## config.mk

```make
export PLATFORM = sky130hd
export DESIGN_NAME = ctu_front
export DESIGN_NICKNAME = d
export VERILOG_FILES = /design/src/ctu_pkg.sv /design/src/ctu_front.sv
export SDC_FILE = /design/constraint.sdc
export NUM_CORES = 2
export LEC_CHECK = 0
export BUFFER_PORTS_ARGS = -buffer_cell sky130_fd_sc_hd__buf_2
export CAP_MARGIN = 20
export CORE_MARGIN = 2
export CORE_UTILIZATION = 55
export DETAILED_ROUTE_END_ITERATION = 8
export PLACE_DENSITY = 0.72
export SYNTH_ARGS = -nofsm -noshare
export SYNTH_HDL_FRONTEND = slang
export SYNTH_SLANG_ARGS = --single-unit
```

## constraint.sdc

```tcl
create_clock -name clk -period 20.7 [get_ports clk]
set_clock_uncertainty 0.15 [all_clocks]
set_input_delay 6.21 -clock clk [delete_from_list [all_inputs] [get_ports clk]]
set_output_delay 6.21 -clock clk [all_outputs]
set_load 0.05 [all_outputs]
```

## src/ctu_pkg.sv

```systemverilog
`timescale 1ns / 1ps
`default_nettype none
// ----------------------------------------------------------------------------
// ctu_pkg
// Shared types and constants of the closed-form tetrahedron update pipeline.
// ----------------------------------------------------------------------------
package ctu_pkg;

  localparam int TIME_BITS       = 32;
  localparam int SLOW_BITS       = 24;
  localparam int H_BITS          = 16;
  localparam int SH_BITS         = 24;
  localparam int SQ_BITS         = 2 * SH_BITS;
  localparam int REM_BITS        = SH_BITS + 3;
  localparam int SQRT_PER_STAGE  = 2;
  localparam int SQRT_STAGES     = SH_BITS / SQRT_PER_STAGE;
  localparam int FRONT_STAGES    = 3;
  localparam int PIPE_LAT        = FRONT_STAGES + SQRT_STAGES + 1;
  localparam logic [H_BITS-1:0] H_RESET = 16'd256;

  typedef struct packed {
    logic [TIME_BITS-1:0] time_base;
    logic [TIME_BITS-1:0] time_first;
    logic [TIME_BITS-1:0] time_second;
    logic [SLOW_BITS-1:0] slowness;
  } in_item_t;

  typedef struct packed {
    logic [TIME_BITS-1:0] new_time;
    logic                 finite;
  } out_item_t;

  // item travelling through the square-root stages
  typedef struct packed {
    logic                 ok;
    logic [TIME_BITS-1:0] u0;
    logic [SH_BITS:0]     dsum;
    logic [SQ_BITS-1:0]   rad;
    logic [REM_BITS-1:0]  rem;
    logic [SH_BITS-1:0]   root;
  } sq_item_t;

endpackage
`default_nettype wire

```

## src/ctu_front.sv

```systemverilog
`timescale 1ns / 1ps
`default_nettype none
// ----------------------------------------------------------------------------
// ctu_front
// Three stages: scaled step and differences, squares, radicand and its sign.
// ----------------------------------------------------------------------------
module ctu_front (
  input  wire logic                     clk,
  input  wire logic                     rst_n,
  input  wire logic                     in_vld,
  input  wire ctu_pkg::in_item_t        in_item,
  input  wire logic [ctu_pkg::H_BITS-1:0] h,
  output logic                          out_vld,
  output ctu_pkg::sq_item_t             out_item
);
  import ctu_pkg::*;

  logic                   a_vld_r, b_vld_r, c_vld_r;
  logic                   a_ok_r, b_ok_r;
  logic [SH_BITS-1:0]     a_sh_r;
  logic [TIME_BITS-1:0]   a_u0_r, b_u0_r, a_d1_r, a_d2_r;
  logic [SQ_BITS-1:0]     b_sh2_r, b_d1sq_r, b_d2sq_r;
  logic [SH_BITS:0]       b_dsum_r;
  sq_item_t               c_item_r;

  logic [SLOW_BITS+H_BITS-1:0] sh_full;
  logic [SQ_BITS+1:0]          q_full;
  logic                        a_ok_nxt, b_ok_nxt, c_ok_nxt;

  // stage a: s*h and the two differences
  always_comb begin
    sh_full  = in_item.slowness * h;
    a_ok_nxt = (in_item.time_first <= in_item.time_base) &&
               (in_item.time_second <= in_item.time_base);
  end

  // stage b: reject large differences, then square
  always_comb begin
    b_ok_nxt = a_ok_r && (a_d1_r <= {{(TIME_BITS-SH_BITS){1'b0}}, a_sh_r}) &&
               (a_d2_r <= {{(TIME_BITS-SH_BITS){1'b0}}, a_sh_r});
  end

  // stage c: radicand must be strictly positive
  always_comb begin
    q_full   = {2'b00, b_sh2_r} - {2'b00, b_d1sq_r} - {2'b00, b_d2sq_r};
    c_ok_nxt = b_ok_r && !q_full[SQ_BITS+1] && (q_full != '0);
  end

  // valid bits
  always_ff @(posedge clk) begin
    if (!rst_n) begin
      a_vld_r <= 1'b0;
      b_vld_r <= 1'b0;
      c_vld_r <= 1'b0;
    end else begin
      a_vld_r <= in_vld;
      b_vld_r <= a_vld_r;
      c_vld_r <= b_vld_r;
    end
  end

  // payload
  always_ff @(posedge clk) begin
    a_ok_r   <= a_ok_nxt;
    a_sh_r   <= sh_full[SLOW_BITS+H_BITS-1:H_BITS];
    a_u0_r   <= in_item.time_base;
    a_d1_r   <= in_item.time_base - in_item.time_first;
    a_d2_r   <= in_item.time_base - in_item.time_second;

    b_ok_r   <= b_ok_nxt;
    b_u0_r   <= a_u0_r;
    b_sh2_r  <= a_sh_r * a_sh_r;
    b_d1sq_r <= a_d1_r[SH_BITS-1:0] * a_d1_r[SH_BITS-1:0];
    b_d2sq_r <= a_d2_r[SH_BITS-1:0] * a_d2_r[SH_BITS-1:0];
    b_dsum_r <= {1'b0, a_d1_r[SH_BITS-1:0]} + {1'b0, a_d2_r[SH_BITS-1:0]};

    c_item_r.ok   <= c_ok_nxt;
    c_item_r.u0   <= b_u0_r;
    c_item_r.dsum <= b_dsum_r;
    c_item_r.rad  <= q_full[SQ_BITS-1:0];
    c_item_r.rem  <= '0;
    c_item_r.root <= '0;
  end

  assign out_vld  = c_vld_r;
  assign out_item = c_item_r;

endmodule
`default_nettype wire

```

==> flow_summary.json <==
{
  "worst_pin_slew_ns": 1.18,
  "min_path_cells": 0,
  "numCtsBuffers": 53,
  "multi_input_area_um2": 60500,
  "grt_max_degree": 28,
  "routed_wirelength_um": 211000,
  "synth.distinct_cells": 88,
  "port_buffers": 245,
  "cp_data_arrival_time_ns": 13.28,
  "nFillCells": 12400,
  "period_share_pct": 62.0,
  "antenna_found_initial": 10,
  "cts_root_buf": "clkbuf_16",
  "yosysTopAreaCellShare_pct": 40.0,
  "drive_gt1_share_pct": 5.13,
  "fin_nets": 11400,
  "synth-seq-cells": 429,
  "stdcell_area_um2": 83900,
  "core_um2": 143000,
  "insertion_delay_ns": 0.69,
  "slew_violations": 0,
  "avgSynthCellArea_um2": 9.07,
  "min_period_ns": 12.83,
  "synth_ff_type": "dfxtp_1",
  "regArea_um2": 8590,
  "cp.depth": 25,
  "postRouteAntennaNets": 0,
  "worstHoldEndpoint": "b_u0_r[1]",
  "cpPeakStageDelay_ns": 0.57,
  "yosysTopAreaCell": "fa_1",
  "path_common_cell": "fa_1",
  "critical_path_buf_inv_count": 6,
  "cts_sinks": 429,
  "slew-limit-headroom_pct": 21.5,
  "grt_overflow": 0,
  "cts_resized": 0,
  "drtPass1Iterations": 6,
  "cp-start-kind": "input pin",
  "drv_cap": 0,
  "seq_area_frac_synth_pct": 10.9,
  "setup_viol": 0,
  "synth_edf_count": 0,
  "syn_area_um2": 79000,
  "slowest_stage": "fa_1",
  "place.gp.congestion": 0.946,
  "reg2reg_from": "a_sh_r[1]",
  "rsz0062_at_grt": "no",
  "required_ns": 21.15,
  "h-tree-depth": 2,
  "synthCells": 8706,
  "avgViaCountPerCell": 5.36,
  "start_util_pct": 55.2,
  "drcViolationCount": 0,
  "synthTopCellsByArea": "fa_1 40%, ha_1 14%, inv_1 11%",
  "dieArea_um2": 147000,
  "area.growth.synth_to_final_pct": 6.32,
  "setup-tns-final_ns": 0,
  "grt_use_total_pct": 29.5,
  "critPathCaptureType": "flop",
  "max_freq_mhz": 77.9,
  "ios": 297,
  "path_clk_slew_ns": 0.06,
  "rr_endpoint": "b_sh2_r[46]",
  "rows": 139,
  "hold_viol": 0,
  "critPathTopFamily": "adder cells",
  "cp_max_fo": 24,
  "r2r_cells": 28,
  "hold_class": "flop to flop",
  "synth.most_common_cell": "inv_1",
  "startpoint": "h[7]",
  "clockBufferDepth": 3,
  "placed_cell_area_um2": 82100,
  "fp.dieH_um": 383,
  "die_w_um": 383,
  "yosys_warnings": 0,
  "postCtsHoldBufs": 0,
  "cts_tree": "built",
  "hpwl_um": 171000,
  "r2r_setup_slack_ns": 11.18,
  "grt_pass1_vias": 62100,
  "dr_total_vias": 58000,
  "status": "finished clean",
  "grt_pass1_wl_um": 335000,
  "wl_per_cell_um": 19.6,
  "dr.first_iter.drc_count": 3822,
  "synthArstFlopShare_pct": 0,
  "post_cts_buffers": 0,
  "worstSetupPathType": "input pin to flop",
  "worstHoldStart": "a_u0_r[1]",
  "ys_top_cells_by_count": "2352 x inv_1, 1576 x fa_1, 874 x nand2_1"
}
==> how the worst max path moves through the flow <==
stage / end / slack (ns)
floorplan: a_sh_r[23] / 8.10
detailed placement: a_sh_r[23] / 7.20
CTS: a_sh_r[23] / 7.90
global route: a_sh_r[23] / 7.43
global placement: a_sh_r[23] / 7.35
finish: a_sh_r[23] / 7.87
==> area by class of cell <==
cell class / count / share of cell area [%]
clock buffers: 64 / 1.70
diodes: 1 / 0.00298
well taps: 1903 / 2.84
repair buffers: 321 / 2.14
flip-flops and latches: 429 / 10.2
clock inverters: 35 / 0.468
inverters: 2360 / 10.6
multi-input cells: 5700 / 72.1
==> stage by stage <==
stage          utilization [%]  instances  hold slack (ns)  worst slack, ns
5_1_grt                   58.6      10800            0.156             7.43
3_3_place_gp              57.4      10700            0.160             7.35
6_report                  58.6      10800            0.156             7.87
4_1_cts                   58.6      10800            0.150             7.90
2_1_floorplan                -       8756            0.160             8.10
3_5_place_dp              57.4      10700            0.162             7.20
==> kinds of logic (layout without fill, tap and decap cells) <==
| group | Yosys count | in the layout | share of synthesized area (%) |
|---|---|---|---|
| other cells | 1 | 52 | 0.00475 |
| flops | 429 | 429 | 10.9 |
| buf+inv | 2627 | 2780 | 12.7 |
| fa+ha+maj | 2443 | 2443 | 53.7 |
| simple gates | 1964 | 1964 | 11.5 |
| compound gates | 918 | 918 | 7.53 |
| mux | 10 | 10 | 0.132 |
| xor+xnor | 314 | 314 | 3.48 |
==> routing by layer <==
metal	vias to the layer above	wire length, um	global-route usage (%)	part of all wire [%]
met2	2265	98100	47.9	46
met1	28900	84500	38.1	40
li1	26400	-	-	-
met3	456	18400	6.28	8.7
met5	-	68	0	0.032
met4	12	10300	12.6	4.9
==> registers in the layout (all words and copies together) (netlist names), 24 cells and up <==
| signal | cells |
|---|---|
| b_d2sq_r | 47 |
| b_dsum_r | 25 |
| a_u0_r | 32 |
| b_u0_r | 32 |
| b_sh2_r | 47 |
| a_sh_r | 24 |
| b_d1sq_r | 47 |
| out_item | 106 |
| a_d1_r | 32 |
| a_d2_r | 32 |
==> placed cells by master (no fill, tap or decap), types with 201 or more instances in the layout <==
cell / netlist / routed
nand2_1: 874 / 874
ha_1: 867 / 867
xnor2_1: 201 / 201
dfxtp_1: 429 / 427
a21oi_1: 281 / 281
fa_1: 1576 / 1576
buf_2: 2 / 246
nor2_1: 378 / 378
inv_1: 2352 / 2352
and2_1: 370 / 370
Power is left out: the tool's default activity adds up to more than one toggle a clock period on the data nets, which glitch-free logic cannot reach.
