$ cat config.mk
export PLATFORM = sky130hd
export DESIGN_NAME = ctu_sqrt_stage
export DESIGN_NICKNAME = d
export VERILOG_FILES = /design/src/ctu_pkg.sv /design/src/ctu_sqrt_stage.sv
export SDC_FILE = /design/constraint.sdc
export NUM_CORES = 1
export LEC_CHECK = 0
export BUFFER_PORTS_ARGS = -buffer_cell sky130_fd_sc_hd__clkbuf_2
export CELL_PAD_IN_SITES_DETAIL_PLACEMENT = 0
export CELL_PAD_IN_SITES_GLOBAL_PLACEMENT = 1
export CORE_UTILIZATION = 34
export CTS_CLUSTER_DIAMETER = 150
export DETAILED_ROUTE_END_ITERATION = 8
export PLACE_DENSITY = 0.79
export SLEW_MARGIN = 5
export SYNTH_ARGS = -nofsm -noshare
export SYNTH_HDL_FRONTEND = slang
export SYNTH_SLANG_ARGS = --single-unit
$ cat constraint.sdc
create_clock -name clk -period 6.4 [get_ports clk]
set_input_delay 0.32 -clock clk [delete_from_list [all_inputs] [get_ports clk]]
set_output_delay 0.32 -clock clk [all_outputs]
set_load 0.03 [all_outputs]
$ cat src/ctu_pkg.sv
`timescale 1ns / 1ps
`default_nettype none
// ----------------------------------------------------------------------------
// ctu_pkg
// Shared types and constants of the closed-form tetrahedron update pipeline.
// ----------------------------------------------------------------------------
package ctu_pkg;

  localparam int TIME_BITS       = 32;
  localparam int SLOW_BITS       = 24;
  localparam int H_BITS          = 16;
  localparam int SH_BITS         = 24;
  localparam int SQ_BITS         = 2 * SH_BITS;
  localparam int REM_BITS        = SH_BITS + 3;
  localparam int SQRT_PER_STAGE  = 2;
  localparam int SQRT_STAGES     = SH_BITS / SQRT_PER_STAGE;
  localparam int FRONT_STAGES    = 3;
  localparam int PIPE_LAT        = FRONT_STAGES + SQRT_STAGES + 1;
  localparam logic [H_BITS-1:0] H_RESET = 16'd256;

  typedef struct packed {
    logic [TIME_BITS-1:0] time_base;
    logic [TIME_BITS-1:0] time_first;
    logic [TIME_BITS-1:0] time_second;
    logic [SLOW_BITS-1:0] slowness;
  } in_item_t;

  typedef struct packed {
    logic [TIME_BITS-1:0] new_time;
    logic                 finite;
  } out_item_t;

  // item travelling through the square-root stages
  typedef struct packed {
    logic                 ok;
    logic [TIME_BITS-1:0] u0;
    logic [SH_BITS:0]     dsum;
    logic [SQ_BITS-1:0]   rad;
    logic [REM_BITS-1:0]  rem;
    logic [SH_BITS-1:0]   root;
  } sq_item_t;

endpackage
`default_nettype wire

$ cat src/ctu_sqrt_stage.sv
`timescale 1ns / 1ps
`default_nettype none
// ----------------------------------------------------------------------------
// ctu_sqrt_stage
// Two restoring square-root digit steps followed by a register.
// ----------------------------------------------------------------------------
module ctu_sqrt_stage (
  input  wire logic              clk,
  input  wire logic              rst_n,
  input  wire logic              in_vld,
  input  wire ctu_pkg::sq_item_t in_item,
  output logic                   out_vld,
  output ctu_pkg::sq_item_t      out_item
);
  import ctu_pkg::*;

  logic      vld_r;
  sq_item_t  item_r, item_nxt;
  logic [REM_BITS-1:0] rem_sh, trial;

  // one result bit per step
  always_comb begin
    item_nxt = in_item;
    rem_sh   = '0;
    trial    = '0;
    for (int k = 0; k < SQRT_PER_STAGE; k++) begin
      rem_sh = {item_nxt.rem[REM_BITS-3:0], item_nxt.rad[SQ_BITS-1:SQ_BITS-2]};
      trial  = {1'b0, item_nxt.root, 2'b01};
      item_nxt.rad = {item_nxt.rad[SQ_BITS-3:0], 2'b00};
      if (rem_sh >= trial) begin
        item_nxt.rem  = rem_sh - trial;
        item_nxt.root = {item_nxt.root[SH_BITS-2:0], 1'b1};
      end else begin
        item_nxt.rem  = rem_sh;
        item_nxt.root = {item_nxt.root[SH_BITS-2:0], 1'b0};
      end
    end
  end

  always_ff @(posedge clk) begin
    if (!rst_n) begin
      vld_r <= 1'b0;
    end else begin
      vld_r <= in_vld;
    end
  end

  always_ff @(posedge clk) begin
    item_r <= item_nxt;
  end

  assign out_vld  = vld_r;
  assign out_item = item_r;

endmodule
`default_nettype wire

==> results list, run 1 <==
- Of the total power, the share spent switching nets is 0.376.
* # IOs: 318
* Layout Nets: about 1,300
* Main synth FF type: sky130_fd_sc_hd__dfxtp_1
- Synth-to-Final Area Change: 53.8%
- Once detail routing completed, the nets flagged for antenna violations numbered 0.
* Final std cell area, no fill: 0.0103 mm²
* Maximum ir drop on the vdd rail: around 0.00020 V
- DRC Markers: 0
- The library cell used most frequently in the layout, excluding fill and tap cells, is sky130_fd_sc_hd__clkbuf_2.
- TritonCTS built the clock tree.
* Required time reported for the critical path endpoint: between 6 and 7 ns
* Core Area: between 0.015 and 0.02 mm²
- Detailed routing inserted a total of around 6,300 vias.
- H-tree Lvls: 4
* Starting utilization of the core area: 0.353
* Number of buffers added on ports: a little over 300
- Setup repair after global routing left no endpoint under its margin.
- Initial DRT Pass Iterations: 5
- The run finished with clean final reports.
* WL per Instance: 17.9 µm
* Synthesis-stage register bit count: 154
- Number of buffers inserted during clock tree synthesis: 17
* Post-DP HPWL: about 18,000 µm
* Slew @ Worst Pin: between 0.5 and 0.6 ns
- In the final layout, the share of cells above drive strength 1 is 0.366.
- The internal portion of the total power is between 0.002 and 0.0025 W.
* Post-Synthesis Cell Area: 0.00668 mm²
- Across every metal layer, demand over resource in global routing totals 0.236.
- Starting DRT DRC Count: 290
- Share of the yosys chip area belonging to registers: 0.461
- Clk network pwr share: 0.298
* Maximum number of pins on one net before global-route repair: 20
- The longest clock path from root to sink contains 2 buffers.
- Leak: 5.17 nW
- The share of total power dissipated in sequential elements is 0.326.
- Of the total power, combinational logic draws 0.376.
- Initial antenna violation count: 3
* Unique cell type count in the Yosys netlist: 70
* Upper clock frequency limit: ~180 MHz
- Across all setup checks in the final design, the least slack found is ~0.76 ns.
- The tree built by TritonCTS fans out to ~150 sinks.
- The path class of the tightest hold or removal check is input port to flop.
- Yosys mapped a number of flops with a built-in enable equal to 0.
* Power per cell area: 336 mW/mm²
- Number of fill cells: ~1,700
- The cell count after synthesis came out at 650.
- In the layout the commonest cells are sky130_fd_sc_hd__clkbuf_2 (311), sky130_fd_sc_hd__dfxtp_1 (154), sky130_fd_sc_hd__dlygate4sd3_1 (110).
* Kind of launch point of the worst setup path: input port
- Kind of critical path: input port to flop
* Share of Yosys cell area claimed by the top area cell type: 0.461
- The placed instances occupy a cell area of between 0.008 and 0.009 mm².
* Placement Setup Slack: between 0.8 and 0.9 ns
- The number of hold violations in the final report came to 0.
* Crit path capture type: flop
- Setup-failing EPs final: 0
- Switching Power: 0.00130 W
- Critical path peak fanout: 12
* Number of global-route vias before repair: 6,302
* Count of warnings emitted by yosys: 0
- Total routed wirelength: approximately 24,000 µm
- Using the TritonRoute via totals, the vias-per-cell ratio works out to roughly 4.7.
* Max-slew headroom at the worst pin: 0.608
- The root buffer cell chosen for the clock tree is sky130_fd_sc_hd__clkbuf_16.
- At the end of routability-driven placement, the weighted congestion stood at approximately 0.86.
- For this run, asynchronously set or reset flops after synthesis account for 0.
- Data on the critical path arrives at its endpoint at ~6 ns.
* Final count of pins violating max slew: 0
- Yosys attributes the largest share of cell area to sky130_fd_sc_hd__dfxtp_1 (46%), sky130_fd_sc_hd__ha_1 (9.7%), sky130_fd_sc_hd__a21o_1 (3.8%).
- Averaged over all synthesized cells, the footprint is 10.3 µm².
- Summed over all failing endpoints, the final setup total negative slack is 0 ns.
* Number of placement rows: 50
- Chip Width: 142 µm
- For the finished layout, the period the worst path requires is approximately 5.6 ns.
- The first global-routing pass estimated roughly 36,000 µm of wire.
* CTS clk-pin slew, worst paths: around 0.07 ns
- Area of the die: between 0.02 and 0.025 mm²
* Leading area contributor after synthesis: sky130_fd_sc_hd__dfxtp_1
- Count of maximum capacitance violations: 0
* Vertical die dimension: 142 µm
- Hold is met by roughly 0.016 ns.
- Total overflow reported by the global router: 0
- Final period util: 0.882
==> worst max-delay path, stage by stage <==
cell,delay (ns)
sky130_fd_sc_hd__dlygate4sd3_1,0.53
sky130_fd_sc_hd__clkbuf_2,0.10
sky130_fd_sc_hd__inv_1,0.06
sky130_fd_sc_hd__ha_1,0.37
sky130_fd_sc_hd__nand4_1,0.23
sky130_fd_sc_hd__a21oi_2,0.28
sky130_fd_sc_hd__nor2_2,0.10
sky130_fd_sc_hd__o21bai_1,0.38
sky130_fd_sc_hd__a21oi_1,0.20
sky130_fd_sc_hd__o21bai_1,0.38
sky130_fd_sc_hd__a21boi_0,0.18
sky130_fd_sc_hd__xor2_1,0.15
sky130_fd_sc_hd__o21ai_0,0.12
sky130_fd_sc_hd__ha_1,0.44
sky130_fd_sc_hd__nand4_1,0.20
sky130_fd_sc_hd__nor2_1,0.20
sky130_fd_sc_hd__nand3_1,0.16
sky130_fd_sc_hd__or3_1,0.37
sky130_fd_sc_hd__o31ai_1,0.38
sky130_fd_sc_hd__a21oi_4,0.07
sky130_fd_sc_hd__nand2_4,0.23
sky130_fd_sc_hd__buf_12,0.18
sky130_fd_sc_hd__mux2_4,0.30
==> sequential cells by signal (all words and copies together) (netlist names) <==
| register | cells |
|---|---|
| out_item | 153 |
| out_vld | 1 |
==> kinds of logic (layout without fill, tap and decap cells) <==
group | Yosys count | after routing | synth area share
and+or+nand+nor | 139 | 139 | 0.109
adders and majority gates | 52 | 52 | 0.0974
muxes | 30 | 30 | 0.0575
AOI/OAI and AO/OA | 170 | 170 | 0.175
other | 1 | 5 | 0.000561
buffers and inverters | 59 | 501 | 0.0406
DFF | 154 | 154 | 0.461
xor gates and xnor gates | 45 | 45 | 0.0590
==> repair_timing <==
item | in CTS | in global routing
hold buffers | 109 | 1
setup buffers | 0 | 0
hold endpoints to repair | 109 | 1
resized for setup | 0 | 0
setup endpoints to repair | 0 | 0
==> per-stage QoR <==
stage           util  cells  total power [W]
3_5_place_dp   0.452   1213          0.00238
6_report       0.542   1356          0.00345
4_1_cts        0.542   1354          0.00348
2_1_floorplan      -    653          0.00203
3_3_place_gp   0.452   1213          0.00238
5_1_grt        0.542   1356          0.00362
==> cell usage after synthesis, types with 3 or more instances <==
| cell type | count |
|---|---|
| sky130_fd_sc_hd__a211o_1 | 3 |
| sky130_fd_sc_hd__a211oi_1 | 4 |
| sky130_fd_sc_hd__a21boi_0 | 3 |
| sky130_fd_sc_hd__a21o_1 | 34 |
| sky130_fd_sc_hd__a21oi_1 | 50 |
| sky130_fd_sc_hd__a31oi_1 | 3 |
| sky130_fd_sc_hd__and2_1 | 6 |
| sky130_fd_sc_hd__and3_1 | 3 |
| sky130_fd_sc_hd__and4_1 | 4 |
| sky130_fd_sc_hd__buf_1 | 3 |
| sky130_fd_sc_hd__buf_4 | 4 |
| sky130_fd_sc_hd__clkbuf_1 | 11 |
| sky130_fd_sc_hd__dfxtp_1 | 154 |
| sky130_fd_sc_hd__ha_1 | 52 |
| sky130_fd_sc_hd__inv_1 | 36 |
| sky130_fd_sc_hd__mux2_2 | 11 |
| sky130_fd_sc_hd__mux2_4 | 14 |
| sky130_fd_sc_hd__mux2i_1 | 5 |
| sky130_fd_sc_hd__nand2_1 | 45 |
| sky130_fd_sc_hd__nand2b_1 | 3 |
| sky130_fd_sc_hd__nand3_1 | 17 |
| sky130_fd_sc_hd__nand4_1 | 7 |
| sky130_fd_sc_hd__nor2_1 | 24 |
| sky130_fd_sc_hd__nor3_1 | 7 |
| sky130_fd_sc_hd__o21ai_0 | 28 |
| sky130_fd_sc_hd__o21ai_1 | 4 |
| sky130_fd_sc_hd__o21ai_2 | 3 |
| sky130_fd_sc_hd__o21bai_1 | 9 |
| sky130_fd_sc_hd__o31a_1 | 4 |
| sky130_fd_sc_hd__o31ai_2 | 4 |
| sky130_fd_sc_hd__or3_1 | 4 |
| sky130_fd_sc_hd__xnor2_1 | 28 |
| sky130_fd_sc_hd__xor2_1 | 17 |
==> worst paths after layout <==
kind | from | endpoint | cells past startpoint
hold / removal | in_item[4] | out_item[6] | 1
setup / recovery | in_item[3] | out_item[42] | 23
==> area by class of cell <==
| cell class | count | area [µm²] | share of cell area |
|---|---|---|---|
| inverter | 37 | 139 | 0.0135 |
| antenna | 1 | 2.50 | 0.000243 |
| sequential | 154 | 3080 | 0.300 |
| timing repair buffer | 432 | 2780 | 0.270 |
| multi-input combinational | 440 | 3340 | 0.325 |
| clock inverter | 15 | 189 | 0.0184 |
| tap | 260 | 325 | 0.0316 |
| clock buffer | 17 | 425 | 0.0414 |
==> power by group through the flow <==
stage          clock network [W]  registers, W  logic (W)
2_1_floorplan                  0       0.00140   0.000625
3_3_place_gp                   0       0.00114    0.00124
3_5_place_dp                   0       0.00115    0.00124
4_1_cts                  0.00105       0.00113    0.00130
5_1_grt                  0.00109       0.00114    0.00140
6_report                 0.00103       0.00112    0.00130
==> routing by layer <==
layer,vias to the layer above,part of all wire,global-route usage
met5,-,0.0011,0
met4,4,0.027,0.0821
met3,39,0.057,0.0542
met2,213,0.49,0.417
met1,2908,0.42,0.279
li1,3156,-,-
No activity file was read; power rests on OpenSTA's default activity.
==> run 2, diff against run 1 <==
Settings changed: BUFFER_PORTS_ARGS -buffer_cell sky130_fd_sc_hd__clkbuf_2 to -buffer_cell sky130_fd_sc_hd__buf_2.
==> run 2 against run 1 <==
Clock-buffer cell count did not move; cell count rose by 0.88%; critical endpoint unchanged; highest routed layer unchanged; first-iteration DRC count is 16% lower; setup slack better by 0.088 ns; sequential power about the same; combinational power barely moved; hold slack better by 0.0047 ns; routed wire length is 0.34% higher; non-clock buffer count grew 10; clock power is essentially flat.
==> results list, run 2 (synthesis gave the netlist of run 1 again) <==
- Outcome: finished clean
- CTS tree: yes
- Number of placement rows: 50 (unchanged)
- The per-cell routed wire length is 17.8 µm (-0.54%).
* Clock sink total: 154 (unchanged)
* Number of buffers inserted during clock tree synthesis: 17 (unchanged)
- Data arrival, critical path: 5.86 ns (-0.09 ns)
- Fraction of power consumed by sequential logic: 0.324 (-0.002)
- Number of fill cells: 1,697 (-1.2%)
- Starting DRT DRC Count: 244 (-16%)
* Kind of critical path: input port to flop
* Max-slew headroom at the worst pin: 0.643 (+0.0352)
- The combinational power share came to 0.377 (about the same).
- Initial antenna violation count: 4 (+1)
* Post-DP HPWL: 18,400 µm (about the same)
- The clock transition at the register clock pins on the worst setup and hold paths after CTS was 0.07 ns (about the same).
- Kind of launch point of the worst setup path: input port
* Count of maximum capacitance violations: 0 (unchanged)
* Number of buffers added on ports: 311 (unchanged)
* Maximum number of buffers from clock root to sink: 2 (unchanged)
- Total negative setup slack: 0 ns (unchanged)
- In this run the clock root is driven by a sky130_fd_sc_hd__clkbuf_16.
- The post-route antenna net violation count is 0 (unchanged).
- The data required time at the worst endpoint was 6.71 ns (about the same).
- The internal power summed over all cells is 0.00216 W (+0.26%).
- Area of the die: 0.0202 mm² (unchanged)
- Util after Layout: 0.548 (+0.00522)
- Total overflow reported by the global router: 0 (unchanged)
- The maximum number of pins on one net before global-route repair came to 20 (unchanged).
* Average vias per placed instance: 4.65 (-0.25%)
* Most frequent cells in the layout: sky130_fd_sc_hd__buf_2 (311), sky130_fd_sc_hd__dfxtp_1 (154), sky130_fd_sc_hd__dlygate4sd3_1 (119)
- Upper clock frequency limit: 180 MHz (+1.6%)
- Total routed wirelength: 24,300 µm (+0.34%)
- Crit path capture type: flop
- Setup-failing EPs final: 0 (unchanged)
* Number of vias after detailed routing: 6,360 (+0.63%)
- DRC Markers: 0 (unchanged)
- Leak: 5.14 nW (-0.61%)
- The depth of the worst hold-timing path came to 1 (unchanged).
- From synthesis to final layout, the design area changed by 55.3%.
* Final Hold Vio Count: 0 (unchanged)
- The number of cells upsized or downsized after cts is 0 (unchanged).
- Final period util: 0.868 (-0.0137)
* Critical path peak fanout: 12 (unchanged)
- Layout Nets: 1,304 (+0.77%)
- The die extent in x came to 142 µm (unchanged).
- Setup repair after global routing left no endpoint under its margin.
* Final count of pins violating max slew: 0 (unchanged)
- The share of layout cells above drive strength 1 came to 0.364 (-0.00241).
- The worst hold path begins at in_item[11].
* Vertical die dimension: 142 µm (unchanged)
- Routability Congestion: 0.856 (about the same)
- Worst Hold Class: input port to flop
- The deepest level of the CTS H-tree is 4 (unchanged).
* Endpoint of the worst hold path: out_item[13]
- The pin slew with the least headroom to its limit is 0.528 ns (-0.0522 ns).
- The switching component of the power came to 0.00130 W (about the same).
- Power per cell area: 333 mW/mm² (-0.82%)
- The length of the first detailed-routing pass in iterations was 4 (-1).
- Starting utilization of the core area: 0.353 (unchanged)
* Most common library cell in the layout ignoring fill and taps: sky130_fd_sc_hd__buf_2
- The maximum ir drop on the vdd rail is 0.000203 V (+3.8%).
- Wire length of the first global-routing pass: 35,300 µm (-0.72%)
- Largest register FFs: 153 (unchanged)
- Final worst path period need: 5.55 ns (-0.0878 ns)
* Number of global-route vias before repair: 6,313 (+0.17%)
- The global router's overall resource usage was 0.235 (-0.00117).
* Net Sw Frac: 0.375 (-0.000823)
* Clk network pwr share: 0.299 (about the same)
* # IOs: 318 (unchanged)
* Core Area: 0.0190 mm² (unchanged)
## run 2: how the worst max path moves through the flow
stage                      from           end  slack (ns)  depth (start not counted)
global route         in_item[5]  out_item[42]        0.41                         23
detailed placement  in_item[10]  out_item[42]        0.97                         23
global placement    in_item[10]  out_item[42]        0.97                         22
CTS                  in_item[3]  out_item[42]        0.88                         23
floorplan           in_item[10]  out_item[35]        1.72                         22
finish               in_item[3]  out_item[42]        0.85                         23
## run 2: metal layers
| metal | vias up | GRT usage | routed length (µm) | share of wire |
|---|---|---|---|---|
| met5 | - | 0 | 21 | 0.00086 |
| li1 | 3178 | - | - | - |
| met4 | 4 | 0.0787 | 654 | 0.027 |
| met1 | 2931 | 0.276 | 10200 | 0.42 |
| met2 | 212 | 0.413 | 11900 | 0.49 |
| met3 | 35 | 0.0602 | 1530 | 0.063 |
## run 2: repair_timing
| action | 4_1_cts | 5_1_grt |
|---|---|---|
| hold endpoints to repair | 118 | 1 |
| endpoints found under the setup margin | 0 | 0 |
| setup buffers | 0 | 0 |
| hold buffers | 118 | 1 |
## run 2: cell type report
| type | instances | area (µm²) | area share |
|---|---|---|---|
| inverters | 37 | 139 | 0.0134 |
| diodes | 3 | 7.51 | 0.000723 |
| multi-input cells | 440 | 3340 | 0.322 |
| flip-flops and latches | 154 | 3080 | 0.297 |
| well taps | 260 | 325 | 0.0313 |
| clock buffers | 17 | 425 | 0.0410 |
| clock inverters | 15 | 198 | 0.0190 |
| repair buffers | 442 | 2860 | 0.276 |
## run 2: power by group through the flow
stage                     clock network [W]  registers, W  logic [W]
after floorplan                           0       0.00140   0.000625
after global placement                    0       0.00114    0.00124
after detailed placement                  0       0.00114    0.00124
after CTS                           0.00106       0.00112    0.00131
after global routing                0.00110       0.00113    0.00140
final                               0.00103       0.00112    0.00130
## run 2: per-stage QoR
stage	hold slack (ns)	cell area, µm²	cells	worst slack, ns	total power (W)
finish	0.0204	10400	1368	0.846	0.00346
global route	0.00216	10400	1366	0.414	0.00363
CTS	0.00187	10400	1364	0.879	0.00348
detailed placement	0.424	8560	1214	0.975	0.00238
global placement	0.423	8560	1214	0.971	0.00238
floorplan	0.348	6690	653	1.72	0.00203
## run 2: critical path: stages
cell and delay [ns]:
sky130_fd_sc_hd__dlygate4sd3_1 0.52, sky130_fd_sc_hd__buf_2 0.11, sky130_fd_sc_hd__inv_1 0.05, sky130_fd_sc_hd__ha_1 0.36, sky130_fd_sc_hd__nand4_1 0.22, sky130_fd_sc_hd__a21oi_2 0.29
sky130_fd_sc_hd__nor2_2 0.10, sky130_fd_sc_hd__o21bai_1 0.39, sky130_fd_sc_hd__a21oi_1 0.20, sky130_fd_sc_hd__o21bai_1 0.38, sky130_fd_sc_hd__a21boi_0 0.18, sky130_fd_sc_hd__xor2_1 0.14
sky130_fd_sc_hd__o21ai_0 0.11, sky130_fd_sc_hd__ha_1 0.42, sky130_fd_sc_hd__nand4_1 0.19, sky130_fd_sc_hd__nor2_1 0.18, sky130_fd_sc_hd__nand3_1 0.14, sky130_fd_sc_hd__or3_1 0.38
sky130_fd_sc_hd__o31ai_1 0.38, sky130_fd_sc_hd__a21oi_4 0.07, sky130_fd_sc_hd__nand2_4 0.23, sky130_fd_sc_hd__buf_12 0.18, sky130_fd_sc_hd__mux2_4 0.30
