==> config.mk <==
export PLATFORM = sky130hd
export DESIGN_NAME = ctu_back
export DESIGN_NICKNAME = d
export VERILOG_FILES = /design/src/ctu_pkg.sv /design/src/ctu_back.sv
export SDC_FILE = /design/constraint.sdc
export NUM_CORES = 1
export LEC_CHECK = 0
export BUFFER_PORTS_ARGS = -buffer_cell sky130_fd_sc_hd__clkbuf_2
export CORE_ASPECT_RATIO = 0.9
export CORE_MARGIN = 10
export CORE_UTILIZATION = 47
export DETAILED_ROUTE_END_ITERATION = 16
export PLACE_DENSITY = 0.88
export SLEW_MARGIN = 20
export SYNTH_ARGS = -nofsm -noshare
export SYNTH_HDL_FRONTEND = slang
export SYNTH_SLANG_ARGS = --single-unit
==> constraint.sdc <==
create_clock -name clk -period 3.3 [get_ports clk]
set_input_delay 0 -clock clk [delete_from_list [all_inputs] [get_ports clk]]
set_output_delay 0 -clock clk [all_outputs]
set_load 0.05 [all_outputs]
==> src/ctu_pkg.sv <==
`timescale 1ns / 1ps
`default_nettype none
// ----------------------------------------------------------------------------
// ctu_pkg
// Shared types and constants of the closed-form tetrahedron update pipeline.
// ----------------------------------------------------------------------------
package ctu_pkg;

  localparam int TIME_BITS       = 32;
  localparam int SLOW_BITS       = 24;
  localparam int H_BITS          = 16;
  localparam int SH_BITS         = 24;
  localparam int SQ_BITS         = 2 * SH_BITS;
  localparam int REM_BITS        = SH_BITS + 3;
  localparam int SQRT_PER_STAGE  = 2;
  localparam int SQRT_STAGES     = SH_BITS / SQRT_PER_STAGE;
  localparam int FRONT_STAGES    = 3;
  localparam int PIPE_LAT        = FRONT_STAGES + SQRT_STAGES + 1;
  localparam logic [H_BITS-1:0] H_RESET = 16'd256;

  typedef struct packed {
    logic [TIME_BITS-1:0] time_base;
    logic [TIME_BITS-1:0] time_first;
    logic [TIME_BITS-1:0] time_second;
    logic [SLOW_BITS-1:0] slowness;
  } in_item_t;

  typedef struct packed {
    logic [TIME_BITS-1:0] new_time;
    logic                 finite;
  } out_item_t;

  // item travelling through the square-root stages
  typedef struct packed {
    logic                 ok;
    logic [TIME_BITS-1:0] u0;
    logic [SH_BITS:0]     dsum;
    logic [SQ_BITS-1:0]   rad;
    logic [REM_BITS-1:0]  rem;
    logic [SH_BITS-1:0]   root;
  } sq_item_t;

endpackage
`default_nettype wire

==> src/ctu_back.sv <==
`timescale 1ns / 1ps
`default_nettype none
// ----------------------------------------------------------------------------
// ctu_back
// Simplex test, final add with overflow check and output register.
// ----------------------------------------------------------------------------
module ctu_back (
  input  wire logic              clk,
  input  wire logic              rst_n,
  input  wire logic              in_vld,
  input  wire ctu_pkg::sq_item_t in_item,
  output logic                   out_vld,
  output ctu_pkg::out_item_t     out_item
);
  import ctu_pkg::*;

  logic               vld_r;
  out_item_t          item_r, item_nxt;
  logic [TIME_BITS:0] t_sum;
  logic               ok;

  // minimiser inside simplex and no overflow
  always_comb begin
    t_sum = {1'b0, in_item.u0} + {{(TIME_BITS+1-SH_BITS){1'b0}}, in_item.root};
    ok    = in_item.ok && (in_item.dsum <= {1'b0, in_item.root}) && !t_sum[TIME_BITS];
    item_nxt.finite   = ok;
    item_nxt.new_time = ok ? t_sum[TIME_BITS-1:0] : '0;
  end

  always_ff @(posedge clk) begin
    if (!rst_n) begin
      vld_r <= 1'b0;
    end else begin
      vld_r <= in_vld;
    end
  end

  always_ff @(posedge clk) begin
    item_r <= item_nxt;
  end

  assign out_vld  = vld_r;
  assign out_item = item_r;

endmodule
`default_nettype wire

==> impl_metrics.yaml, run 1 <==
run_status:
  status: "finished, final reports clean"
yosys:
  synthesis.area_um2: 2990
  ys_ff_latch: 34
  ys_seq_area_share_pct: 22.7
  synth_edf_count: 0
  synth_area_leader_cell: "dfxtp_1"
  synth_cells: 355
  synth_top_area_share_pct: 22.7
  synthesis.nets: 564
  yosysWarnings: 0
  post_synth.cell_area_avg_um2: 8.43
  netlist-cell-type-count: 53
  synth_area_leaders: "dfxtp_1 (23%), ha_1 (20%), a21oi_1 (5.4%), inv_1 (4.6%), nor2_1 (3.9%)"
  synth_top_flop_cell: "dfxtp_1"
  synth_async_sr_flop_share_pct: 0
routing:
  viasPerCell: 5.26
  drc: 0
  routedWlPerCell_um: 14.9
  drtAntennaViolNets: 0
  drt_iter0_drc: 106
  routed_wl_um: 8440
  vias: 2989
  firstDrtPassIters: 5
global_route:
  antenna_found_initial: 0
  overflow: 0
  grt_pass1_wl_um: 13800
  grt_max_degree: 26
  grt_pass1_vias: 3020
  grt_use_total_pct: 16.4
cells_and_area:
  area_growth_pct: 28.0
  num-nets-final: 689
  multi_input_area_um2: 2120
  ff_latch_area_um2: 681
  drive_gt1_share_pct: 33.5
  diodes: 0
  final_area_um2: 3830
  nFillCells: 572
  final_util_pct: 62.3
worst_setup_path:
  criticalPathCategory: "input pin to flip-flop"
  crit_fanout: 25
  setup.worst_path.end_class: "flip-flop"
  slowest_stage: "o21ai_4"
  crit_chain: "clkbuf_2 > ha_1 > a21oi_1 > o21ai_0 > a221oi_4 > a21oi_2 > a211oi_4 > o21ai_4 > buf_4 > nor2_1"
  critPathLaunchType: "input pin"
  critical-path-max-stage-delay_ps: 620
  crit_buf_inv: 2
  cp.arrival_ps: 2640
  cp.required_ps: 3480
  crit_family: "compound AO/OA/AOI/OAI gates"
hold_path:
  hold_depth: 3
  hold_end: "out_item[25]"
  hp-start: "in_item[148]"
  hold_path.class: "input pin to flip-flop"
cts:
  cts_root_buf: "clkbuf_8"
  numCtsBuffers: 5
  clk_pin_slew_worst_paths_ps: 70
  clockBufferDepth: 2
  cts_num_sinks: 34
  htree_levels: 2
  cts_tree: "done"
timing:
  rsz0062_at_grt: "false"
  period_share_pct: 74.7
  finalHoldViolCount: 0
  min_period_ps: 2470
  slew_viol_final: 0
  worstMarginPinSlew_ps: 773
  setup_viol: 0
  setup_ws_ps: 833
  fin_tns_setup_ps: 0
  fmax_mhz: 405
  slew_headroom_pct: 48.3
  whs_ps: 28.3
place:
  dpl-instance-area_um2: 3670
  pre_cts_ws_ps: 497
  dp_hpwl_um: 7300
  gp_congestion: 0.881
  portBuffers: 118
floorplanning:
  core_um2: 6150
  rows: 27
  start_util_pct: 48.7
  die_area_um2: 9960
  ioPinCount: 194
  die_h_um: 95.7
  die_x_um: 104
flow_run:
  cap_violations: 0
pwr:
  peakVddDrop_uv: 214
  p_leak_nw: 2.00
  power.density_nw_per_um2: 383
## cell families after synthesis
| logic type | share of synthesized area [%] |
|---|---|
| xor gates and xnor gates | 4.98 |
| and+or+nand+nor | 17.8 |
| DFF | 22.7 |
| AOI/OAI and AO/OA | 27.3 |
| buffers and inverters | 6.44 |
| adders and majority gates | 20.7 |
## placed cells by master (no fill, tap or decap), types with 5 or more instances in the layout
cell	instances
a21o_1	11
inv_1	37
clkbuf_2	118
nand4_1	6
nor2_1	31
dfxtp_1	34
nor3_1	7
and3_1	5
a31oi_1	6
xnor2_1	9
xor2_1	8
a21oi_1	32
a211oi_2	5
nand2_1	21
nand3_1	9
o21ai_0	15
clkbuf_8	6
o21a_1	9
ha_1	48
## Yosys cell counts (2+ instances only)
library cell  instances
nor3_2                4
a211oi_1              4
a21o_1               11
nand3_1               9
nor4_1                4
inv_1                37
nand2b_1              2
ha_1                 48
a211oi_2              5
and2_2                2
nor2_1               31
a31oi_1               6
a211o_1               4
dfxtp_1              34
a311oi_2              2
o21a_1                9
o31a_1                2
nand4b_1              3
a31o_2                2
a21oi_1              32
and3_1                5
buf_6                 4
nand2_1              21
xor2_1                8
a21oi_2               2
o21ai_0              15
a21o_2                4
nor3_1                7
nand4_1               6
xnor2_1               9
## where the power goes
part	internal, mW	switching, mW
clock network	0.322	0.157
logic	0.211	0.336
registers	0.434	0.00582
## timing repair
action,4_1_cts,5_1_grt
gates resized for setup,0,0
buffers inserted,0,0
hold buffers,2,0
endpoints found under the hold margin,1,0
## per-layer routing
layer / vias up / share of wire (%) / global-route usage [%]
met3: 9 / 7.4 / 5.28
met4: 0 / 0.95 / 2.55
met5: - / 0 / 0
met2: 93 / 48 / 29.6
met1: 1342 / 44 / 19.1
li1: 1545 / - / -
## registers in the layout (all words and copies together), names as in the netlist
name      count
out_item     33
out_vld       1
## stage by stage
step | std cells | total power, mW
final | 568 | 1.47
after detailed placement | 558 | 0.992
after CTS | 568 | 1.47
after global placement | 558 | 0.978
after global routing | 568 | 1.55
after floorplan | 355 | 0.846
## worst max path at each step
stage | from | end | cells past startpoint
2_1_floorplan | in_item[0] | out_item[19] | 10
5_1_grt | in_item[15] | out_item[22] | 10
4_1_cts | in_item[15] | out_item[29] | 10
3_3_place_gp | in_item[15] | out_item[32] | 10
3_5_place_dp | in_item[15] | out_item[29] | 10
6_report | in_item[9] | out_item[29] | 10
## layout make-up
| cell class | count | share of cell area, % |
|---|---|---|
| sequential | 34 | 17.8 |
| multi-input combinational | 278 | 55.3 |
| timing repair buffer | 124 | 16.7 |
| clock buffer | 6 | 2.16 |
| tap | 87 | 2.84 |
| clock inverter | 2 | 1.57 |
| inverter | 37 | 3.63 |
(Power assumes the default switching activity.)
==> run 2: changes to the inputs <==
--- a/config.mk
+++ b/config.mk
@@ -5,12 +5,13 @@
 export SDC_FILE = /design/constraint.sdc
 export NUM_CORES = 1
 export LEC_CHECK = 0
+export ABC_AREA = 1
 export BUFFER_PORTS_ARGS = -buffer_cell sky130_fd_sc_hd__clkbuf_2
 export CORE_ASPECT_RATIO = 0.9
 export CORE_MARGIN = 10
-export CORE_UTILIZATION = 47
+export CORE_UTILIZATION = 43
 export DETAILED_ROUTE_END_ITERATION = 16
-export PLACE_DENSITY = 0.88
+export PLACE_DENSITY = 0.79
 export SLEW_MARGIN = 20
 export SYNTH_ARGS = -nofsm -noshare
 export SYNTH_HDL_FRONTEND = slang
==> constraint.sdc (replaced) <==
create_clock -name clk -period 2.2 [get_ports clk]
set_input_delay 0 -clock clk [delete_from_list [all_inputs] [get_ports clk]]
set_output_delay 0 -clock clk [all_outputs]
set_load 0.05 [all_outputs]
==> run 2 against run 1 <==
Net effect:
- total power grew 43%
- core utilization fell by 7.8 points
- wire length rose by 24%
- first-iteration DRC count rose by 54%
- worst hold slack lost 3.7 ps
==> impl_metrics.yaml, run 2 <==
run_status:
  status: "finished, final reports clean"
routing:
  viasPerCell: 4.38
  firstDrtPassIters: 4
  vias: 4103
  routedWlPerCell_um: 11.1
  routed_wl_um: 10400
  drc: 0
  drtAntennaViolNets: 0
  drt_iter0_drc: 163
cts:
  post_cts_resized: 0
  clk_pin_slew_worst_paths_ps: 60
  numCtsBuffers: 5
  cts_root_buf: "clkbuf_8"
  cts_num_sinks: 34
  cts_tree: "done"
  htree_levels: 2
  clockBufferDepth: 2
  cts_setup_buffers: 0
timing:
  slew_viol_final: 0
  fmax_mhz: 622
  setup_ws_ps: 593
  rsz0062_at_grt: "false"
  setup_viol: 0
  fin_tns_setup_ps: 0
  worstMarginPinSlew_ps: 290
  finalHoldViolCount: 0
  slew_headroom_pct: 80.7
  min_period_ps: 1610
  period_share_pct: 73.0
place:
  dp_hpwl_um: 9440
  dpl-instance-area_um2: 4610
  dp.cells: 926
  pre_cts_ws_ps: 307
  portBuffers: 118
  gp_congestion: 0.890
floorplanning:
  ioPinCount: 194
  start_util_pct: 44.6
  die_x_um: 120
  die_h_um: 110
  rows: 32
  die_area_um2: 13200
  core_um2: 8690
yosys:
  synthesis.area_um2: 3870
  post_synth.cell_area_avg_um2: 5.62
  synth_top_family_by_area: "simple AND/OR/NAND/NOR gates"
  ys_seq_area_share_pct: 17.6
  synth_area_leader_cell: "nand2_1"
  synth-compound-area-share_pct: 3.13
  synth_top_flop_cell: "dfxtp_1"
  yosysMostFrequentCell: "nand2_1"
  synthSimpleGateAreaFrac_pct: 42.0
  yosysWarnings: 0
  synth_edf_count: 0
  synth_top_area_share_pct: 24.2
  synth_area_leaders: "nand2_1 (24%), dfxtp_1 (18%), inv_1 (17%), ha_1 (16%), nor2_1 (6.8%)"
  synth_async_sr_flop_share_pct: 0
  synth_cells: 689
  netlist-cell-type-count: 26
  synth_xor_area_share_pct: 3.39
  muxShareOfSynthArea_pct: 0
  synthesis.nets: 898
  ys_ff_latch: 34
  synth-adder-area-share_pct: 16.0
  synth_common_cells: "nand2_1 (250), inv_1 (175), nor2_1 (70), ha_1 (48), dfxtp_1 (34)"
cells_and_area:
  area_growth_pct: 22.2
  drive_gt1_share_pct: 17.2
  instances_no_fill: 937
  final_cell_mix: "nand2_1 (250), inv_1 (175), clkbuf_2 (118)"
  final_area_um2: 4730
  layout_commonest_cell: "nand2_1"
  final_util_pct: 54.5
  largest_register_ffs: 33
  diodes: 0
  num-nets-final: 1026
worst_setup_path:
  cp.arrival_ps: 1830
  crit_path_frequent_cell: "nand2_1"
  criticalPathCategory: "input pin to flip-flop"
  crit_fanout: 33
  critPathLaunchType: "input pin"
  critical-path-max-stage-delay_ps: 440
  cp.required_ps: 2420
  slowest_stage: "fa_1"
  crit_buf_inv: 2
  crit_chain: "clkbuf_2 > ha_1 > fa_1 > nand3_1 > nand3_2 > nand2_1 > nand2_1 > nand2_1 > nand3_2 > nand2_2 > nand3_4 > buf_12 > nor2_1"
  crit_family: "simple AND/OR/NAND/NOR gates"
  setup.worst_path.end_class: "flip-flop"
global_route:
  grt_pass1_wl_um: 17900
  grt_pass1_vias: 3945
  antenna_found_initial: 0
  met2_usage_pct: 27.5
  grt_max_degree: 34
  globalRoute.busiestLayer: "met2"
  grt_use_total_pct: 16.2
  overflow: 0
  met3_usage_pct: 3.36
  use_met1_pct: 20.8
flow_run:
  cap_violations: 0
hold_path:
  hold_path.class: "input pin to flip-flop"
pwr:
  power.density_nw_per_um2: 442
  peakVddDrop_uv: 196
  p_leak_nw: 3.15
## run 2: cell types whose count changed after synthesis, moves of 8 or more
| cell | previous run | this run |
|---|---|---|
| inv_1 | 37 | 175 |
| nand3_1 | 9 | 32 |
| xnor2_1 | 9 | 1 |
| a21o_1 | 11 | 2 |
| o21ai_0 | 15 | 1 |
| o21a_1 | 9 | 0 |
| nor2_1 | 31 | 70 |
| nand2_1 | 21 | 250 |
| a21oi_1 | 32 | 17 |
## run 2: report_power, final
group / switching [mW] / internal, mW / leakage (nW) / total [mW]
combinational: 0.631 / 0.332 / 2.82 / 0.963
clock: 0.216 / 0.252 / 0.0482 / 0.468
sequential: 0.00867 / 0.653 / 0.278 / 0.661
total: 0.856 / 1.24 / 3.15 / 2.09
## run 2: path summary, 6_finish.rpt
kind	end	start	slack [ps]	cells past startpoint
setup / recovery	out_item[7]	in_item[0]	590	13
hold / removal	out_item[31]	in_item[154]	20	4
## run 2: kinds of logic after synthesis
family,Yosys count
fa+ha+maj,49
compound gates,22
xor+xnor,15
flops,34
simple gates,391
buf+inv,178
## run 2: cell type report
type                       instances  area, um2
inverter                         175        657
sequential                        34        681
tap                              119        149
multi-input combinational        477       2500
clock inverter                     1       5.00
timing repair buffer             124        656
clock buffer                       7       86.3
fill                             950       3960
## run 2: metrics by stage
stage	total power, mW	hold WS (ps)
CTS	2.11	14.2
floorplan	1.36	93.5
finish	2.09	24.6
global route	2.28	42.7
detailed placement	1.63	183
global placement	1.62	183
## run 2: what timing repair did
action / in CTS / in global routing
hold buffers: 3 / 0
hold endpoints to repair: 2 / 0
endpoints found under the setup margin: 0 / 0
## run 2: layer usage
metal	wire length, um	part of all wire [%]
met1	4890	47
met2	4640	44
met3	804	7.7
met4	95	0.91
met5	0	0
==> run 3: changes to the inputs <==
--- a/config.mk
+++ b/config.mk
@@ -9,9 +9,9 @@
 export BUFFER_PORTS_ARGS = -buffer_cell sky130_fd_sc_hd__clkbuf_2
 export CORE_ASPECT_RATIO = 0.9
 export CORE_MARGIN = 10
-export CORE_UTILIZATION = 43
+export CORE_UTILIZATION = 47
 export DETAILED_ROUTE_END_ITERATION = 16
-export PLACE_DENSITY = 0.79
+export PLACE_DENSITY = 0.82
 export SLEW_MARGIN = 20
 export SYNTH_ARGS = -nofsm -noshare
 export SYNTH_HDL_FRONTEND = slang
==> constraint.sdc (replaced) <==
create_clock -name clk -period 1.6 [get_ports clk]
set_input_delay 0 -clock clk [delete_from_list [all_inputs] [get_ports clk]]
set_output_delay 0 -clock clk [all_outputs]
set_load 0.05 [all_outputs]
==> run 3 against run 2 <==
Net effect:
- sequential share of layout area down 0.69 points
- count of clock-buffer cells in the layout up 1
- die area down 7.1%
- via count up 5.3%
- wire length up 4.0%
- non-clock buffer count up 31
- total power up 47%
- first-iteration DRC count up 12%
- design area up 5.1%
- setup slack worse by 430 ps
- critical path depth unchanged
- sequential cell count unchanged
- critical path type unchanged
- critical endpoint is now out_item[26]
- largest power group unchanged
==> impl_metrics.yaml, run 3 (synthesis results as in run 2) <==
run_status:
  status: "finished, final reports clean"
timing:
  min_period_ps: 1430
  slew_viol_final: 0
  worstMarginPinSlew_ps: 287
  setup_ws_ps: 165
  fmax_mhz: 697
  whs_ps: 8.49
  period_share_pct: 89.7
  rsz0062_at_grt: "false"
  setup_viol: 0
  slew_headroom_pct: 81.0
  finalHoldViolCount: 0
worst_setup_path:
  crit_fanout: 22
  setup.worst_path.end_class: "flip-flop"
  cp.arrival_ps: 1660
  slowest_stage: "fa_2"
  crit_chain: "clkbuf_2 > ha_1 > fa_2 > nand3_1 > nand3_2 > nand2_1 > nand2_1 > nand2_1 > nand3_2 > nand2_2 > nand3_4 > buf_12 > nor2_1"
  critical-path-max-stage-delay_ps: 340
  critPathLaunchType: "input pin"
  crit_family: "simple AND/OR/NAND/NOR gates"
  crit_buf_inv: 2
  cp.required_ps: 1820
  crit_path_frequent_cell: "nand2_1"
  criticalPathCategory: "input pin to flip-flop"
cts:
  htree_levels: 2
  cts_setup_buffers: 0
  cts_num_sinks: 34
  post_cts_resized: 0
  clk_pin_slew_worst_paths_ps: 70
  clockBufferDepth: 2
  numCtsBuffers: 5
  cts_tree: "done"
  cts_root_buf: "clkbuf_8"
floorplanning:
  die_area_um2: 12300
  die_x_um: 116
  ioPinCount: 194
  rows: 31
  core_um2: 8030
  die_h_um: 106
  start_util_pct: 48.2
routing:
  firstDrtPassIters: 5
  drtAntennaViolNets: 0
  drt_iter0_drc: 182
  drc: 0
  vias: 4319
  viasPerCell: 4.56
  routedWlPerCell_um: 11.4
  routed_wl_um: 10800
global_route:
  grt_pass1_wl_um: 18300
  grt_max_degree: 23
  grt_use_total_pct: 17.9
  antenna_found_initial: 0
  grt_pass1_vias: 4209
  overflow: 0
cells_and_area:
  num-nets-final: 1057
  final_util_pct: 61.9
  drive_gt1_share_pct: 20.6
  diodes: 0
  area_growth_pct: 28.3
  layout_commonest_cell: "nand2_1"
  final_cell_mix: "nand2_1 (250), inv_1 (175), clkbuf_2 (118)"
  largest_register_ffs: 33
pwr:
  power.density_nw_per_um2: 619
  p_leak_nw: 3.31
  peakVddDrop_uv: 230
flow_run:
  cap_violations: 0
hold_path:
  hold_path.class: "input pin to flip-flop"
place:
  dp_hpwl_um: 9760
  pre_cts_ws_ps: -123
  gp_congestion: 0.919
  portBuffers: 118
run 3: changes by cell type in the layout (fill, tap and decap cells not counted):
cell | before | now
buf_4 | 2 | 33
clkbuf_8 | 6 | 8
buf_12 | 1 | 2
clkbuf_1 | 1 | 0
clkinv_2 | 1 | 0
dlygate4sd3_1 | 3 | 2
fa_1 | 1 | 0
fa_2 | 0 | 1
run 3: layout make-up:
| type | count | area (um2) |
|---|---|---|
| clock buffer | 8 | 110 |
| fill | 821 | 3060 |
| inverter | 175 | 657 |
| multi-input combinational | 477 | 2500 |
| sequential | 34 | 681 |
| tap | 99 | 124 |
| timing repair buffer | 155 | 898 |
run 3: tightest hold or removal path: cells and delay by family:
family                 cells  cell delay (ps)
and+or+nand+nor            3              150
buffers and inverters      1              110
run 3: worst paths after layout:
check                   startpoint      endpoint  cells after the start
worst max-delay path    in_item[0]  out_item[26]                     13
worst min-delay path  in_item[155]  out_item[32]                      4
run 3: timing repair:
item / CTS / global route
setup endpoints to repair: 0 / 0
hold endpoints to repair: 1 / 0
hold buffers: 2 / 0
run 3: per-layer routing:
layer	vias up	track usage (%)	part of all wire (%)
met2	118	30.7	46
met5	-	0	0
met1	1822	21.9	44
li1	2368	-	-
met4	0	4.64	1.3
met3	11	4.16	8.7
run 3: report_power, final:
part           switching (mW)  internal [mW]  leakage, nW
combinational           0.896          0.534         2.98
clock                   0.304          0.434       0.0575
sequential             0.0128          0.897        0.278
run 3: metrics by stage:
stage / std cells / cell area (um2) / power, mW / setup TNS (ps)
CTS: 948 / 4970 / 3.09 / 0
detailed placement: 938 / 4840 / 2.35 / -3330
finish: 948 / 4970 / 3.08 / 0
global placement: 938 / 4840 / 2.33 / -2220
global route: 948 / 4970 / 3.32 / 0
floorplan: 689 / 3880 / 1.87 / 0
